<file path="config.mk">
export PLATFORM = sky130hd
export DESIGN_NAME = card_deck_shuffler_top
export DESIGN_NICKNAME = d
export VERILOG_FILES = /design/src/hdl/cds_pkg.sv /design/src/hdl/cds_ram.sv /design/src/hdl/card_deck_shuffler_top.sv
export VERILOG_INCLUDE_DIRS = /design/src /design/src/hdl
export SDC_FILE = /design/constraint.sdc
export NUM_CORES = 1
export LEC_CHECK = 0
export ABC_AREA = 1
export BUFFER_PORTS_ARGS = -buffer_cell sky130_fd_sc_hd__buf_2
export CAP_MARGIN = 30
export CORE_UTILIZATION = 40
export DETAILED_ROUTE_END_ITERATION = 8
export PLACE_DENSITY = 0.62
export RECOVER_POWER = 50
export REMOVE_ABC_BUFFERS = 1
export SLEW_MARGIN = 0
export SYNTH_ARGS = -nofsm -noshare
export SYNTH_HDL_FRONTEND = slang
export SYNTH_SLANG_ARGS = --single-unit
</file>
<file path="constraint.sdc">
create_clock -name clock -period 6.2 [get_ports clock]
set_clock_uncertainty 0.05 [all_clocks]
set_input_delay 0.93 -clock clock [delete_from_list [all_inputs] [get_ports clock]]
set_output_delay 0.93 -clock clock [all_outputs]
set_load 0.01 [all_outputs]
</file>
<file path="src/hdl/card_deck_shuffler_top_macros.svh">
// ----------------------------------------------------------------------------
// Card deck shuffler assertion macros
// Shared concurrent assertion forms, clocked on clock, disabled in reset.
// ----------------------------------------------------------------------------
`ifndef CARD_DECK_SHUFFLER_TOP_MACROS_SVH
`define CARD_DECK_SHUFFLER_TOP_MACROS_SVH

// same-cycle implication
`define CDS_ASSERT_IMP(label, ante, cons, msg) \
   label: assert property (@(posedge clock) disable iff (reset) (ante) |-> (cons)) \
      else $error(msg);

// next-cycle implication
`define CDS_ASSERT_NXT(label, ante, cons, msg) \
   label: assert property (@(posedge clock) disable iff (reset) (ante) |=> (cons)) \
      else $error(msg);

`endif

</file>
<file path="src/hdl/cds_pkg.sv">
// ----------------------------------------------------------------------------
// Card deck shuffler package
// Widths, deck constants, card encoding and controller state type.
// ----------------------------------------------------------------------------
package cds_pkg;

   localparam int CDS_DECKS          = 1;
   localparam int CDS_CARDS_PER_DECK = 52;
   localparam int CDS_RANKS          = 13;
   localparam int CDS_SUITS          = 4;

   localparam int CDS_RND_W     = 31;
   localparam int CDS_BIT_CNT_W = $clog2(CDS_RND_W);
   localparam int CDS_POS_W     = 9;
   localparam int CDS_SUIT_W    = 2;
   localparam int CDS_RANK_W    = 4;
   localparam int CDS_CARD_W    = CDS_SUIT_W + CDS_RANK_W;

   typedef logic [CDS_SUIT_W-1:0] suit_type;
   typedef logic [CDS_RANK_W-1:0] rank_type;
   typedef logic [CDS_CARD_W-1:0] card_type;

   typedef enum logic [2:0] {
      ST_INIT,    // store fill after reset
      ST_IDLE,
      ST_DIV,     // bit-serial remainder
      ST_RD_R,
      ST_WR_I,
      ST_WR_R
   } state_type;

   function automatic card_type make_card(suit_type suit, rank_type rank);
      return {suit, rank};
   endfunction

endpackage

</file>
<file path="src/hdl/cds_ram.sv">
// ----------------------------------------------------------------------------
// Generic RAM
// One write port, one read port, registered read data.
// ----------------------------------------------------------------------------
module cds_ram #(
   parameter int WIDTH = 8,
   parameter int DEPTH = 64
) (
   input  logic                                       clock,
   input  logic                                       we,
   input  logic [((DEPTH > 1) ? $clog2(DEPTH) : 1)-1:0] wr_addr,
   input  logic [WIDTH-1:0]                           wr_data,
   input  logic [((DEPTH > 1) ? $clog2(DEPTH) : 1)-1:0] rd_addr,
   output logic [WIDTH-1:0]                           rd_data
);

   logic [WIDTH-1:0] mem_ff [DEPTH];
   logic [WIDTH-1:0] rd_data_ff;

   always_ff @(posedge clock) begin
      if (we) begin
         mem_ff[wr_addr] <= wr_data;
      end
      rd_data_ff <= mem_ff[rd_addr];
   end

   assign rd_data = rd_data_ff;

endmodule

</file>
<file path="src/hdl/card_deck_shuffler_top.sv">
// Order: an accepted request beat runs the bit-serial remainder (one random bit
//   per cycle), then the store read-swap-write through the single read port of
//   the card RAM; its result beat is registered as the swap writes position i,
//   the swap waiting while the result register is full. Only idle takes requests.
// Reset: synchronous; after reset the store is refilled with the ordered deck,
//   one entry per cycle, with req_ready low until all 52*DECKS entries are written.
// ----------------------------------------------------------------------------
// Card deck shuffler top level
// Fisher-Yates shuffle over a RAM card store; one fixed card per random beat.
// ----------------------------------------------------------------------------
`include "card_deck_shuffler_top_macros.svh"

module card_deck_shuffler_top
   import cds_pkg::*;
#(
   parameter int DECKS = CDS_DECKS
) (
   input  logic                 clock,
   input  logic                 reset,
   input  logic                 req_valid,
   output logic                 req_ready,
   input  logic [CDS_RND_W-1:0] req_random_word,
   output logic                 rsp_valid,
   input  logic                 rsp_ready,
   output logic [CDS_POS_W-1:0] rsp_position,
   output logic [CDS_SUIT_W-1:0] rsp_suit,
   output logic [CDS_RANK_W-1:0] rsp_rank,
   output logic                 rsp_pass_done
);

   // N cards in the store; positions need POS_W bits, spans up to N need SPAN_W
   localparam int N      = CDS_CARDS_PER_DECK * DECKS;
   localparam int POS_W  = $clog2(N);
   localparam int SPAN_W = $clog2(N + 1);

   localparam logic [POS_W-1:0]  LAST_POS = POS_W'(N - 1);
   localparam logic [SPAN_W-1:0] N_SPAN   = SPAN_W'(N);
   localparam logic [CDS_BIT_CNT_W-1:0] LAST_BIT = CDS_BIT_CNT_W'(CDS_RND_W - 1);
   localparam rank_type LAST_RANK = CDS_RANK_W'(CDS_RANKS - 1);
   localparam suit_type LAST_SUIT = CDS_SUIT_W'(CDS_SUITS - 1);

   state_type state_ff, state_in;

   // fill sweep
   logic [POS_W-1:0] init_idx_ff, init_idx_in;
   rank_type         init_rank_ff, init_rank_in;
   suit_type         init_suit_ff, init_suit_in;

   // shuffle datapath
   logic [POS_W-1:0]         pos_ff, pos_in;
   logic [CDS_RND_W-1:0]     rnd_ff, rnd_in;
   logic [CDS_BIT_CNT_W-1:0] bit_cnt_ff, bit_cnt_in;
   logic [SPAN_W-1:0]        span_ff, span_in;
   logic [SPAN_W-1:0]        rem_ff, rem_in;
   logic [POS_W-1:0]         r_ff, r_in;
   card_type                 held_ff, held_in;

   // result register
   logic                 rsp_valid_ff, rsp_valid_in;
   logic [CDS_POS_W-1:0] rsp_position_ff, rsp_position_in;
   card_type             rsp_card_ff, rsp_card_in;
   logic                 rsp_pass_done_ff, rsp_pass_done_in;

   // RAM port
   logic             ram_we;
   logic [POS_W-1:0] ram_wr_addr;
   card_type         ram_wr_data;
   logic [POS_W-1:0] ram_rd_addr;
   card_type         ram_rd_data;

   // control
   logic req_ready_c;
   logic rsp_load;
   logic out_free;
   logic last_pos;

   // remainder step
   logic [SPAN_W:0]   shifted;
   logic [SPAN_W:0]   diff;
   logic [SPAN_W-1:0] rem_step;
   logic [SPAN_W:0]   r_sum;

   cds_ram #(
      .WIDTH (CDS_CARD_W),
      .DEPTH (N)
   ) u_store (
      .clock   (clock),
      .we      (ram_we),
      .wr_addr (ram_wr_addr),
      .wr_data (ram_wr_data),
      .rd_addr (ram_rd_addr),
      .rd_data (ram_rd_data)
   );

   assign out_free = !rsp_valid_ff || rsp_ready;
   assign last_pos = (pos_ff == LAST_POS);

   // restoring remainder, one random bit per cycle, MSB first
   assign shifted  = {rem_ff, rnd_ff[CDS_RND_W-1]};
   assign diff     = shifted - {1'b0, span_ff};
   assign rem_step = (shifted >= {1'b0, span_ff}) ? diff[SPAN_W-1:0] : shifted[SPAN_W-1:0];
   // rem_step < span = N - pos, so r stays below N
   assign r_sum    = (SPAN_W + 1)'(pos_ff) + (SPAN_W + 1)'(rem_step);

   // next state
   always_comb begin
      state_in = state_ff;
      unique case (state_ff)
         ST_INIT: begin
            if (init_idx_ff == LAST_POS) state_in = ST_IDLE;
         end
         ST_IDLE: begin
            if (req_valid) state_in = ST_DIV;
         end
         ST_DIV: begin
            if (bit_cnt_ff == LAST_BIT) state_in = ST_RD_R;
         end
         ST_RD_R: state_in = ST_WR_I;
         ST_WR_I: begin
            if (out_free) state_in = ST_WR_R;
         end
         ST_WR_R: state_in = ST_IDLE;
         default: state_in = ST_INIT;
      endcase
   end

   // control outputs
   always_comb begin
      req_ready_c = 1'b0;
      rsp_load    = 1'b0;
      ram_we      = 1'b0;
      ram_wr_addr = pos_ff;
      ram_wr_data = held_ff;
      ram_rd_addr = pos_ff;
      unique case (state_ff)
         ST_INIT: begin
            ram_we      = 1'b1;
            ram_wr_addr = init_idx_ff;
            ram_wr_data = make_card(init_suit_ff, init_rank_ff);
         end
         ST_IDLE: req_ready_c = 1'b1;
         ST_DIV:  ram_rd_addr = pos_ff;   // card at i, read ahead
         ST_RD_R: ram_rd_addr = r_ff;
         ST_WR_I: begin
            // hold the r address so read data stays put while stalled
            ram_rd_addr = r_ff;
            if (out_free) begin
               ram_we      = 1'b1;
               ram_wr_addr = pos_ff;
               ram_wr_data = ram_rd_data;
               rsp_load    = 1'b1;
            end
         end
         ST_WR_R: begin
            ram_rd_addr = r_ff;
            ram_we      = 1'b1;
            ram_wr_addr = r_ff;
            ram_wr_data = held_ff;
         end
         default: req_ready_c = 1'b0;
      endcase
   end

   // datapath next values
   always_comb begin
      init_idx_in  = init_idx_ff;
      init_rank_in = init_rank_ff;
      init_suit_in = init_suit_ff;
      pos_in       = pos_ff;
      rnd_in       = rnd_ff;
      bit_cnt_in   = bit_cnt_ff;
      span_in      = span_ff;
      rem_in       = rem_ff;
      r_in         = r_ff;
      held_in      = held_ff;

      if (state_ff == ST_INIT) begin
         init_idx_in = init_idx_ff + POS_W'(1);
         if (init_rank_ff == LAST_RANK) begin
            init_rank_in = '0;
            init_suit_in = (init_suit_ff == LAST_SUIT) ? '0 : init_suit_ff + CDS_SUIT_W'(1);
         end else begin
            init_rank_in = init_rank_ff + CDS_RANK_W'(1);
         end
      end

      if (req_valid && req_ready_c) begin
         rnd_in     = req_random_word;
         bit_cnt_in = '0;
         rem_in     = '0;
         span_in    = N_SPAN - SPAN_W'(pos_ff);
      end

      if (state_ff == ST_DIV) begin
         rnd_in     = {rnd_ff[CDS_RND_W-2:0], 1'b0};
         rem_in     = rem_step;
         bit_cnt_in = bit_cnt_ff + CDS_BIT_CNT_W'(1);
         r_in       = r_sum[POS_W-1:0];
      end

      // read data now holds the card at i
      if (state_ff == ST_RD_R) begin
         held_in = ram_rd_data;
      end

      if (state_ff == ST_WR_R) begin
         pos_in = last_pos ? '0 : pos_ff + POS_W'(1);
      end
   end

   // result register
   always_comb begin
      rsp_valid_in     = rsp_valid_ff && !rsp_ready;
      rsp_position_in  = rsp_position_ff;
      rsp_card_in      = rsp_card_ff;
      rsp_pass_done_in = rsp_pass_done_ff;
      if (rsp_load) begin
         rsp_valid_in     = 1'b1;
         rsp_position_in  = CDS_POS_W'(pos_ff);
         rsp_card_in      = ram_rd_data;   // card moved into position i
         rsp_pass_done_in = last_pos;
      end
   end

   always_ff @(posedge clock) begin
      if (reset) begin
         state_ff     <= ST_INIT;
         init_idx_ff  <= '0;
         init_rank_ff <= '0;
         init_suit_ff <= '0;
         pos_ff       <= '0;
         rsp_valid_ff <= 1'b0;
      end else begin
         state_ff     <= state_in;
         init_idx_ff  <= init_idx_in;
         init_rank_ff <= init_rank_in;
         init_suit_ff <= init_suit_in;
         pos_ff       <= pos_in;
         rsp_valid_ff <= rsp_valid_in;
      end
   end

   always_ff @(posedge clock) begin
      rnd_ff           <= rnd_in;
      bit_cnt_ff       <= bit_cnt_in;
      span_ff          <= span_in;
      rem_ff           <= rem_in;
      r_ff             <= r_in;
      held_ff          <= held_in;
      rsp_position_ff  <= rsp_position_in;
      rsp_card_ff      <= rsp_card_in;
      rsp_pass_done_ff <= rsp_pass_done_in;
   end

   assign req_ready     = req_ready_c;
   assign rsp_valid     = rsp_valid_ff;
   assign rsp_position  = rsp_position_ff;
   assign rsp_suit      = rsp_card_ff[CDS_CARD_W-1:CDS_RANK_W];
   assign rsp_rank      = rsp_card_ff[CDS_RANK_W-1:0];
   assign rsp_pass_done = rsp_pass_done_ff;

   `CDS_ASSERT_NXT(a_accept_starts_div, req_valid && req_ready, state_ff == ST_DIV,
      "accepted beat did not start the remainder")
   `CDS_ASSERT_IMP(a_rem_below_span, state_ff == ST_DIV,
      (span_ff != '0) && (rem_ff < span_ff), "remainder out of range")
   `CDS_ASSERT_IMP(a_swap_in_range, state_ff == ST_RD_R,
      (r_ff >= pos_ff) && (r_ff <= LAST_POS), "swap index out of range")
   `CDS_ASSERT_IMP(a_pos_in_range, state_ff != ST_INIT, pos_ff <= LAST_POS,
      "shuffle position out of range")
   `CDS_ASSERT_IMP(a_pass_done_last, rsp_valid && rsp_pass_done,
      rsp_position == CDS_POS_W'(N - 1), "pass end flagged off the last position")

endmodule

</file>
## Yosys cells after proc, flatten, opt, wreduce, memory -nomap -nowiden

Memory sizes are Yosys's and may differ from the RTL's. A register that Yosys moved wholly into a read port is not among the register bits.
Index checks and enable logic that the tools add are counted.

| storage, ports and cells | value |
|---|---|
| bits in registers | 95 |
| bits in writable memories | 312 |
| bits of input ports | 35 |
| word-level logic and storage cells | 77 |
| memories | 1 |

| operators by class | value |
|---|---|
| add/sub/neg operators | 8 |
| $lt $le $gt $ge | 1 |
| equal/unequal tests | 14 |
| mux-type cells | 26 |
| reduce and logical (&&, ||, !) cells | 11 |

Memories:

| name | depth | bits a word | read ports | clocked after Yosys merged registers in | write ports | RTL line | source |
|---|---|---|---|---|---|---|---|
| u_store.mem_ff | 52 | 6 | 1 | 1 | 1 | cds_ram.sv:17 | `logic [WIDTH-1:0] mem_ff [DEPTH];` |

Operator list:

| operator | count |
|---|---|
| $mux 31 | 2 |
| $mux 6 | 6 |
| $pmux 6 s2 | 2 |
| $pmux 3 s6 | 1 |
| $add 6x1->6 const B | 2 |
| $eq 6x6->1 const B | 2 |
| $mux 3 | 4 |
| $mux 5 | 2 |
| $ne 2x2->1 const B | 4 |
| $ge 7x6->1 | 1 |
| $add 6x6->6 | 1 |
| $eq 3x2->1 const B | 2 |
| $eq 3x3->1 const B | 2 |
| $mux 1 | 6 |
| $sub 6x6->6 | 1 |
| $sub 6x6->6 const A | 1 |
| $add 5x1->5 const B | 1 |
| $eq 5x5->1 const B | 1 |
| $add 4x1->4 const B | 1 |
| $eq 4x4->1 const B | 1 |
| $mux 4 | 1 |
| $reduce_and 4->1 | 1 |
| $eq 3x1->1 const B | 1 |
| $logic_not 3->1 | 1 |
| 11 further kinds | 13 |

## Depth between registers and ports, before layout

Gate-level depths: netlist of the first run.

| logic depth | value |
|---|---|
| depth in word-level cells | 6 |
| mapped depth | 20 |

## Hierarchy

Synthesis of the first run repeated with hierarchy kept, for this count alone.

| unflattened totals | value |
|---|---|
| cell total of the unflattened synthesis | 1576 |
| area, all modules | 17807.1 um^2 |

Modules (own cells, without submodules):

| module | times used | cells an instance | area each (um^2) | seq. area each (um^2) |
|---|---|---|---|---|
| cds_ram | 1 | 1111 | 13042.5 | 9489.1 |
| card_deck_shuffler_top | 1 | 465 | 4764.6 | 2622.5 |

## Worst setup path after synthesis of the first run

Ideal clock, no wire load.

| timing path | value |
|---|---|
| path type | register to register |
| start | register rem_ff[1] |
| end | register r_ff[5], data pin |
| arrival time | 2.820 ns |
| required time | 5.888 ns |
| path slack | 3.068 ns |
| cell stages (with the launch flop) | 19 |
| buffers on the path | 0 |
| cells stage by stage | edfxtp_1 > ha_1 > nand3_1 > nand2_1 > a21oi_1 > o21bai_1 > nand2_1 > nand2_1 > inv_1 > or2_2 > inv_1 > a21oi_1 > ha_1 > a21oi_1 > nand2_1 > a21o_1 > a21oi_1 > xor2_1 > xnor2_1 |

| between the ends | value |
|---|---|
| cells in the longest elaborated chain, start to end | 3 |
| elaborated cells between the ends (all ways) | 4 |
| classes of those cells | add/sub: 2; order compare: 1; mux: 1 |

RTL lines:

| item | RTL line | source |
|---|---|---|
| start, declared | card_deck_shuffler_top.sv:54 | `logic [SPAN_W-1:0] rem_ff, rem_in;` |
| start signal, assigned | card_deck_shuffler_top.sv:247 | `rem_ff <= rem_in;` |
| $sub 6x6->6 / $ge 7x6->1 (equally long branches) | card_deck_shuffler_top.sv:100, card_deck_shuffler_top.sv:101 |  |
| $mux 6 (*) | card_deck_shuffler_top.sv:101 | `assign rem_step = (shifted >= {1'b0, span_ff}) ? diff[SPAN_W-1:0] : shifted[SPAN_W-1:0];` |
| via rem_step[2] | card_deck_shuffler_top.sv:80 | `logic [SPAN_W-1:0] rem_step;` |
| $add 6x6->6 (*) | card_deck_shuffler_top.sv:103 | `assign r_sum = (SPAN_W + 1)'(pos_ff) + (SPAN_W + 1)'(rem_step);` |
| via r_sum[5] | card_deck_shuffler_top.sv:81 | `logic [SPAN_W:0] r_sum;` |
| end signal, assigned | card_deck_shuffler_top.sv:248 | `r_ff <= r_in;` |
| end, declared | card_deck_shuffler_top.sv:55 | `logic [POS_W-1:0] r_ff, r_in;` |

The timed path passes the listed nets; every way through them passes the cells marked *.
A chain may end at the register's enable or synchronous reset.

## Worst setup path in the final report of the first run

| timing path | value |
|---|---|
| start | register state_ff[0] |
| end | memory u_store.mem_ff[21][1] (netlist bit), data pin |

| between the ends | value |
|---|---|
| cells in the longest elaborated chain, start to end | 2 |
| elaborated cells between the ends (all ways) | 3 |
| classes of those cells | eq/ne: 1; mux: 1; reduce/logical: 1 |

RTL lines:

| item | RTL line | source |
|---|---|---|
| start, declared | card_deck_shuffler_top.sv:42 | `state_type state_ff, state_in;` |
| start signal, assigned | card_deck_shuffler_top.sv:234 | `state_ff <= state_in;` |
| $eq 3x3->1 / $logic_not 3->1 (equally long branches) | card_deck_shuffler_top.sv:135 | `unique case (state_ff)` |
| $pmux 6 s2 (*) | card_deck_shuffler_top.sv:135 |  |
| via ram_wr_data[1] | card_deck_shuffler_top.sv:67 | `card_type ram_wr_data;` |
| end, declared | cds_ram.sv:17 |  |

Marked as above.

==> results.cfg, run 1 <==
[setup_path]
path_class = reg2reg
crit_fanout = 37
cp.buffers_inverters = 2
path_cells = nor2_1 -> nand2_1 -> nor2_1 -> clkbuf_1 -> a22oi_1 -> nand2_1 -> clkbuf_1
required_ns = 6.18
cp_top_family = buffers and inverters
crit_slowest_cell = clkbuf_1
critPathMaxStageDelay_ns = 1.60
cp-start-kind = register
end_kind = register
cp.arrival_ns = 4.99

[floorplan]
rows = 77
ios = 53
die-area_sq_um = 46500
die_x_um = 216
die_h_um = 216
start_util_pct = 40.9
coreArea_sq_um = 44600

[run]
max-cap-violations = 3

[sta]
fin_tns_setup_ns = 0
rsz0062_at_grt = false
max_slew.worst_pin.slew_ns = 2.15
post-route-min-period_ns = 5.01
fin_ws_ns = 1.19
min_period_over_period_pct = 80.8
final-max-slew-violation-count = 102
fmaxAchievable_mhz = 200
slew_headroom_pct = -43.6
finalSetupViolCount = 0
hold_violations = 0

[status]
outcome = complete, but fails checks
violations = max-capacitance violations, max-slew violations

[synthesis]
synth.avg_cell_area_sq_um = 10.9
ys_types = 39
ys_warn_count = 0
syn_area_sq_um = 18200
async_flop_share_pct = 0
synth_seq_cells = 413
synth_ff_type = edfxtp_1
syn_inst = 1681
ys_seq_area_share_pct = 66.4
synth_enable_flop_cells = 384

[global_routing]
grt_pass1_vias = 11749
grt_pass1_wl_mm = 67.7
grt_max_degree = 87
grtUsageTotal_pct = 18.8
grt_overflow_total = 0
antenna_found_initial = 0

[clock_network]
cts_tree = built
insertion_delay_ns = 0.55
clk_pin_slew_ns = 0.06
cts_hold_buf = 0
cts_buffers = 42
cts_resized = 0
cts_setup_buffers = 0
root_buffer = clkbuf_16
clockBufferDepth = 3
clock-sinks = 413
cts_max_level = 2

[placement]
hpwl_mm = 25.9
dp_slack_ns = 2.23
gp_congestion = 0.856
place_area_sq_um = 19100
io_buffers = 49

[layout]
areaGrowthSynthToFinish_pct = 12.0
nNetsFinal = 1773
drive_above_1_share_pct = 7.31
fin_area_sq_um = 20400
diodes = 0

[drt]
ant_nets = 0
vias_per_cell = 5.22
wl_mm = 43.5
avgRoutedWirePerCell_um = 18.6
drc = 0
vias = 12222
detail_route.first_pass.iterations = 5
drt_iter0_drc = 1197

[pwr]
power.leakage_nw = 8.09
p_per_area_nw_per_um2 = 375
ir_worst_vdd_uv = 220

[min_path]
min_path_type = reg2reg
worst register-to-register path, stage by stage, from the launching register on:
cell and delay, ns:
dfxtp_1 0.36, nor2_1 0.17, nand2_1 0.23, nor2_1 0.47, clkbuf_1 0.71, a22oi_1 0.15, nand2_1 0.70, clkbuf_1 1.63
cells in the final DEF, fill, tap and decap left out, types with 12 or more instances in the layout:
master     instances
o211ai_1          24
buf_2             34
xor2_1            14
nor3_1            12
ha_1              19
o21ai_0           32
nand3b_1          42
dfxtp_1           29
edfxtp_1         384
buf_4             14
clkbuf_1          31
a22o_1            30
clkbuf_16         42
nor2_1            86
a21oi_1           30
nand2_1          328
nand4_1           13
inv_1            243
nand3_1          251
through the flow:
stage | hold WS [ns] | utilization, % | total power, W | instances
3_3_place_gp | 0.410 | 42.7 | 0.00512 | 2263
6_report | 0.425 | 45.8 | 0.00767 | 2343
4_1_cts | 0.426 | 46.0 | 0.00772 | 2343
5_1_grt | 0.451 | 45.8 | 0.00796 | 2343
2_1_floorplan | 0.376 | - | 0.00451 | 1604
3_5_place_dp | 0.416 | 42.8 | 0.00515 | 2265
cells by family (layout without fill, tap and decap cells):
logic type	Yosys count	count (layout)	synth area share, %
AND/OR/NAND/NOR	745	745	18.4
flip-flops	413	413	66.4
buffers and inverters	326	394	7.10
AO/OA/AOI/OAI	157	157	5.73
adder cells (fa/ha/maj)	21	21	1.52
XOR/XNOR	18	18	0.864
other	1	3	0.0206
cell usage after synthesis (all sizes together), types with 2 or more instances:
master,instances,area (sq um)
a211oi,6,45.0
a21oi,30,150
a22o,30,263
a22oi,4,30.0
buf,49,255
clkbuf,30,113
dfxtp,29,581
edfxtp,384,11500
fa,2,40.0
ha,19,238
inv,246,923
nand2,332,1250
nand3,253,1280
nand3b,42,315
nand4,13,81.3
nor2,86,323
nor3,12,60.1
nor3b,4,30.0
nor4,2,12.5
o211ai,24,180
o21ai,47,258
o21bai,11,82.6
o22ai,2,12.5
xnor2,4,35.0
xor2,14,123
power by group:
| part | internal, W | leakage, nW | switching (W) |
|---|---|---|---|
| registers | 0.00358 | 3.77 | 0.0000970 |
| logic | 0.000306 | 3.64 | 0.00110 |
| clock network | 0.00152 | 0.684 | 0.00106 |
| total | 0.00540 | 8.09 | 0.00226 |
sequential cells by signal, summed over array words and instances, names as in the netlist, 2 cells and up:
name and cells:
rsp_card_ff 6, init_rank_ff 4, bit_cnt_ff 5, rnd_ff 31, span_ff 6, init_idx_ff 6, state_ff 3, held_ff 6
init_suit_ff 2, u_store.mem_ff 312, pos_ff 6, rsp_position 6, r_ff 6, rem_ff 6, u_store.rd_data 6
final cells by class:
class | count | area [sq um]
Tap cell | 592 | 741
Multi-Input combinational cell | 944 | 4880
Sequential cell | 413 | 12100
Fill cell | 4101 | 24200
Clock inverter | 24 | 287
Inverter | 247 | 927
Clock buffer | 54 | 1110
Timing Repair Buffer | 69 | 378
path summary, 6_finish.rpt:
path,from,to,slack [ns],cells after the start
worst max-delay path,state_ff[0],u_store.mem_ff[21][1],1.19,7
worst min-delay path,init_suit_ff[1],init_suit_ff[1],0.43,2
worst max register to register,state_ff[0],u_store.mem_ff[21][1],1.19,7
worst min register to register,init_suit_ff[1],init_suit_ff[1],0.43,2
layer usage:
metal,track usage [%],vias to the layer above,part of all wire (%)
met5,0,-,0
met2,30.4,380,47
met3,3.10,51,6.8
met1,26.3,5969,45
li1,-,5822,-
met4,4.52,0,1.8
Power figures use the tool's default switching activity.
==> run 2: changes to the inputs <==
==> constraint.sdc (replaced) <==
create_clock -name clock -period 4.7 [get_ports clock]
set_clock_uncertainty 0.05 [all_clocks]
set_input_delay 0.705 -clock clock [delete_from_list [all_inputs] [get_ports clock]]
set_output_delay 0.705 -clock clock [all_outputs]
set_load 0.01 [all_outputs]
==> run 2 against run 1 <==
Non-clock buffer count increased by 8; flip-flop and latch count unchanged; sequential share of layout area decreased by 0.16 points; the run still ends with max-capacitance violations, max-slew violations left; largest cell class unchanged; via count decreased by 0.36%; count of clock-buffer cells in the layout decreased by 1; clock power increased by 31%; register-to-register slack got worse by 0.51 ns; first-iteration DRC count decreased by 6.9%; critical path type unchanged; final cell count increased by 0.43%; worst setup slack got worse by 0.51 ns; wire length decreased by 1.6%; sequential power increased by 32%.
==> results.cfg, run 2 (synthesized netlist as in run 1, its figures left out) <==
[drt]
detail_route.first_pass.iterations = 5
wl_mm = 42.8
ant_nets = 0
avgRoutedWirePerCell_um = 18.2
drc = 0
vias = 12178
drt_iter0_drc = 1114
vias_per_cell = 5.18

[placement]
dp_slack_ns = 1.13
hpwl_mm = 27.3
place_area_sq_um = 19200
io_buffers = 49
gp_congestion = 0.873

[global_routing]
grt_overflow_total = 0
grtUsageTotal_pct = 18.5
grt_pass1_vias = 11865
grt_max_degree = 79
grt_pass1_wl_mm = 66.4
antenna_found_initial = 0

[setup_path]
cp-start-kind = register
path_cells = nor2_1 -> nand2_1 -> nor2_1 -> clkbuf_1 -> a22oi_1 -> nand2_1 -> clkbuf_1
cp.arrival_ns = 4.17
end_kind = register
crit_slowest_cell = clkbuf_1
crit_fanout = 20
path_class = reg2reg
critPathMaxStageDelay_ns = 0.79
required_ns = 4.85

[floorplan]
die_h_um = 216
die-area_sq_um = 46500
ios = 53
coreArea_sq_um = 44600
die_x_um = 216
start_util_pct = 40.9
rows = 77

[status]
outcome = complete, but fails checks
violations = max-capacitance violations, max-slew violations

[run]
max-cap-violations = 1

[layout]
fillCellCount = 4084
layout_commonest_cell = edfxtp_1
largest_reg_flops = 312
top_regs = u_store.mem_ff x312, rnd_ff x31
fin_area_sq_um = 20500
final_cell_mix = edfxtp_1, nand2_1, nand3_1, inv_1, nor2_1
final_util_pct = 45.9
multiInputGateArea_sq_um = 4880
nNetsFinal = 1783
drive_above_1_share_pct = 7.44
areaGrowthSynthToFinish_pct = 12.3
seqCellArea_sq_um = 12100
top_register = u_store.mem_ff
diodes = 0

[sta]
fmaxAchievable_mhz = 249
rsz0062_at_grt = false
post-route-min-period_ns = 4.02
min_period_over_period_pct = 85.6
slew_headroom_pct = -51.4
fin_ws_ns = 0.678
hold_violations = 0
final-max-slew-violation-count = 42
finalSetupViolCount = 0
fin_tns_setup_ns = 0
hold_ws_ns = 0.382
max_slew.worst_pin.slew_ns = 2.27

[clock_network]
cts_setup_buffers = 0
cts_tree = built
cts_resized = 0
cts_max_level = 2
clockBufferDepth = 3
root_buffer = clkbuf_16
cts_buffers = 44
clk_pin_slew_ns = 0.06
cts_hold_buf = 0
clock-sinks = 413
insertion_delay_ns = 0.55

[min_path]
min_path_type = in2reg

[pwr]
p_per_area_nw_per_um2 = 492
power.leakage_nw = 8.12
ir_worst_vdd_uv = 359
## run 2: cell count changes in the layout (fill, tap and decap cells not counted), moves of 2 or more
cell | previous run | this run
buf_12 | 0 | 2
bufinv_16 | 6 | 4
nand2_2 | 3 | 0
clkbuf_1 | 31 | 34
clkinvlp_4 | 1 | 3
clkinv_4 | 0 | 2
nand2_1 | 328 | 331
clkinv_1 | 5 | 7
clkbuf_16 | 42 | 45
## run 2: worst paths after layout
kind,depth (start not counted),slack (ns),start,end
max,7,0.68,state_ff[0],u_store.mem_ff[2][3]
min reg2reg,2,0.43,init_suit_ff[1],init_suit_ff[1]
min,3,0.38,req_random_word[0],rnd_ff[0]
max reg2reg,7,0.68,state_ff[0],u_store.mem_ff[2][3]
## run 2: power by group
part / internal [W] / switching [W] / leakage, nW / total (W)
Sequential: 0.00473 / 0.000130 / 3.77 / 0.00486
Combinational: 0.000416 / 0.00143 / 3.67 / 0.00185
Clock: 0.00198 / 0.00140 / 0.686 / 0.00338
## run 2: final cells by class
cell class / instances / area share, %
Sequential cell: 413 / 59.1
Timing Repair Buffer: 77 / 2.08
Multi-Input combinational cell: 944 / 23.8
Inverter: 247 / 4.52
Clock inverter: 27 / 1.20
Tap cell: 592 / 3.62
Clock buffer: 53 / 5.64
## run 2: worst max-delay path, delay by kind of cell, from the launching register on
kind,cells,cell delay [ns]
and+or+nand+nor,4,1.72
buffers and inverters,2,1.39
DFF,1,0.36
AOI/OAI and AO/OA,1,0.14
## run 2: metal layers
layer / track usage, % / wire length, um
met5: 0 / 0
met1: 24.8 / 18200
met3: 2.57 / 2910
met4: 5.27 / 979
met2: 31.3 / 20700
## run 2: through the flow
step           power [W]  cells
6_report          0.0101   2353
5_1_grt           0.0105   2353
4_1_cts           0.0102   2353
3_5_place_dp     0.00682   2273
3_3_place_gp     0.00677   2270
2_1_floorplan    0.00595   1604
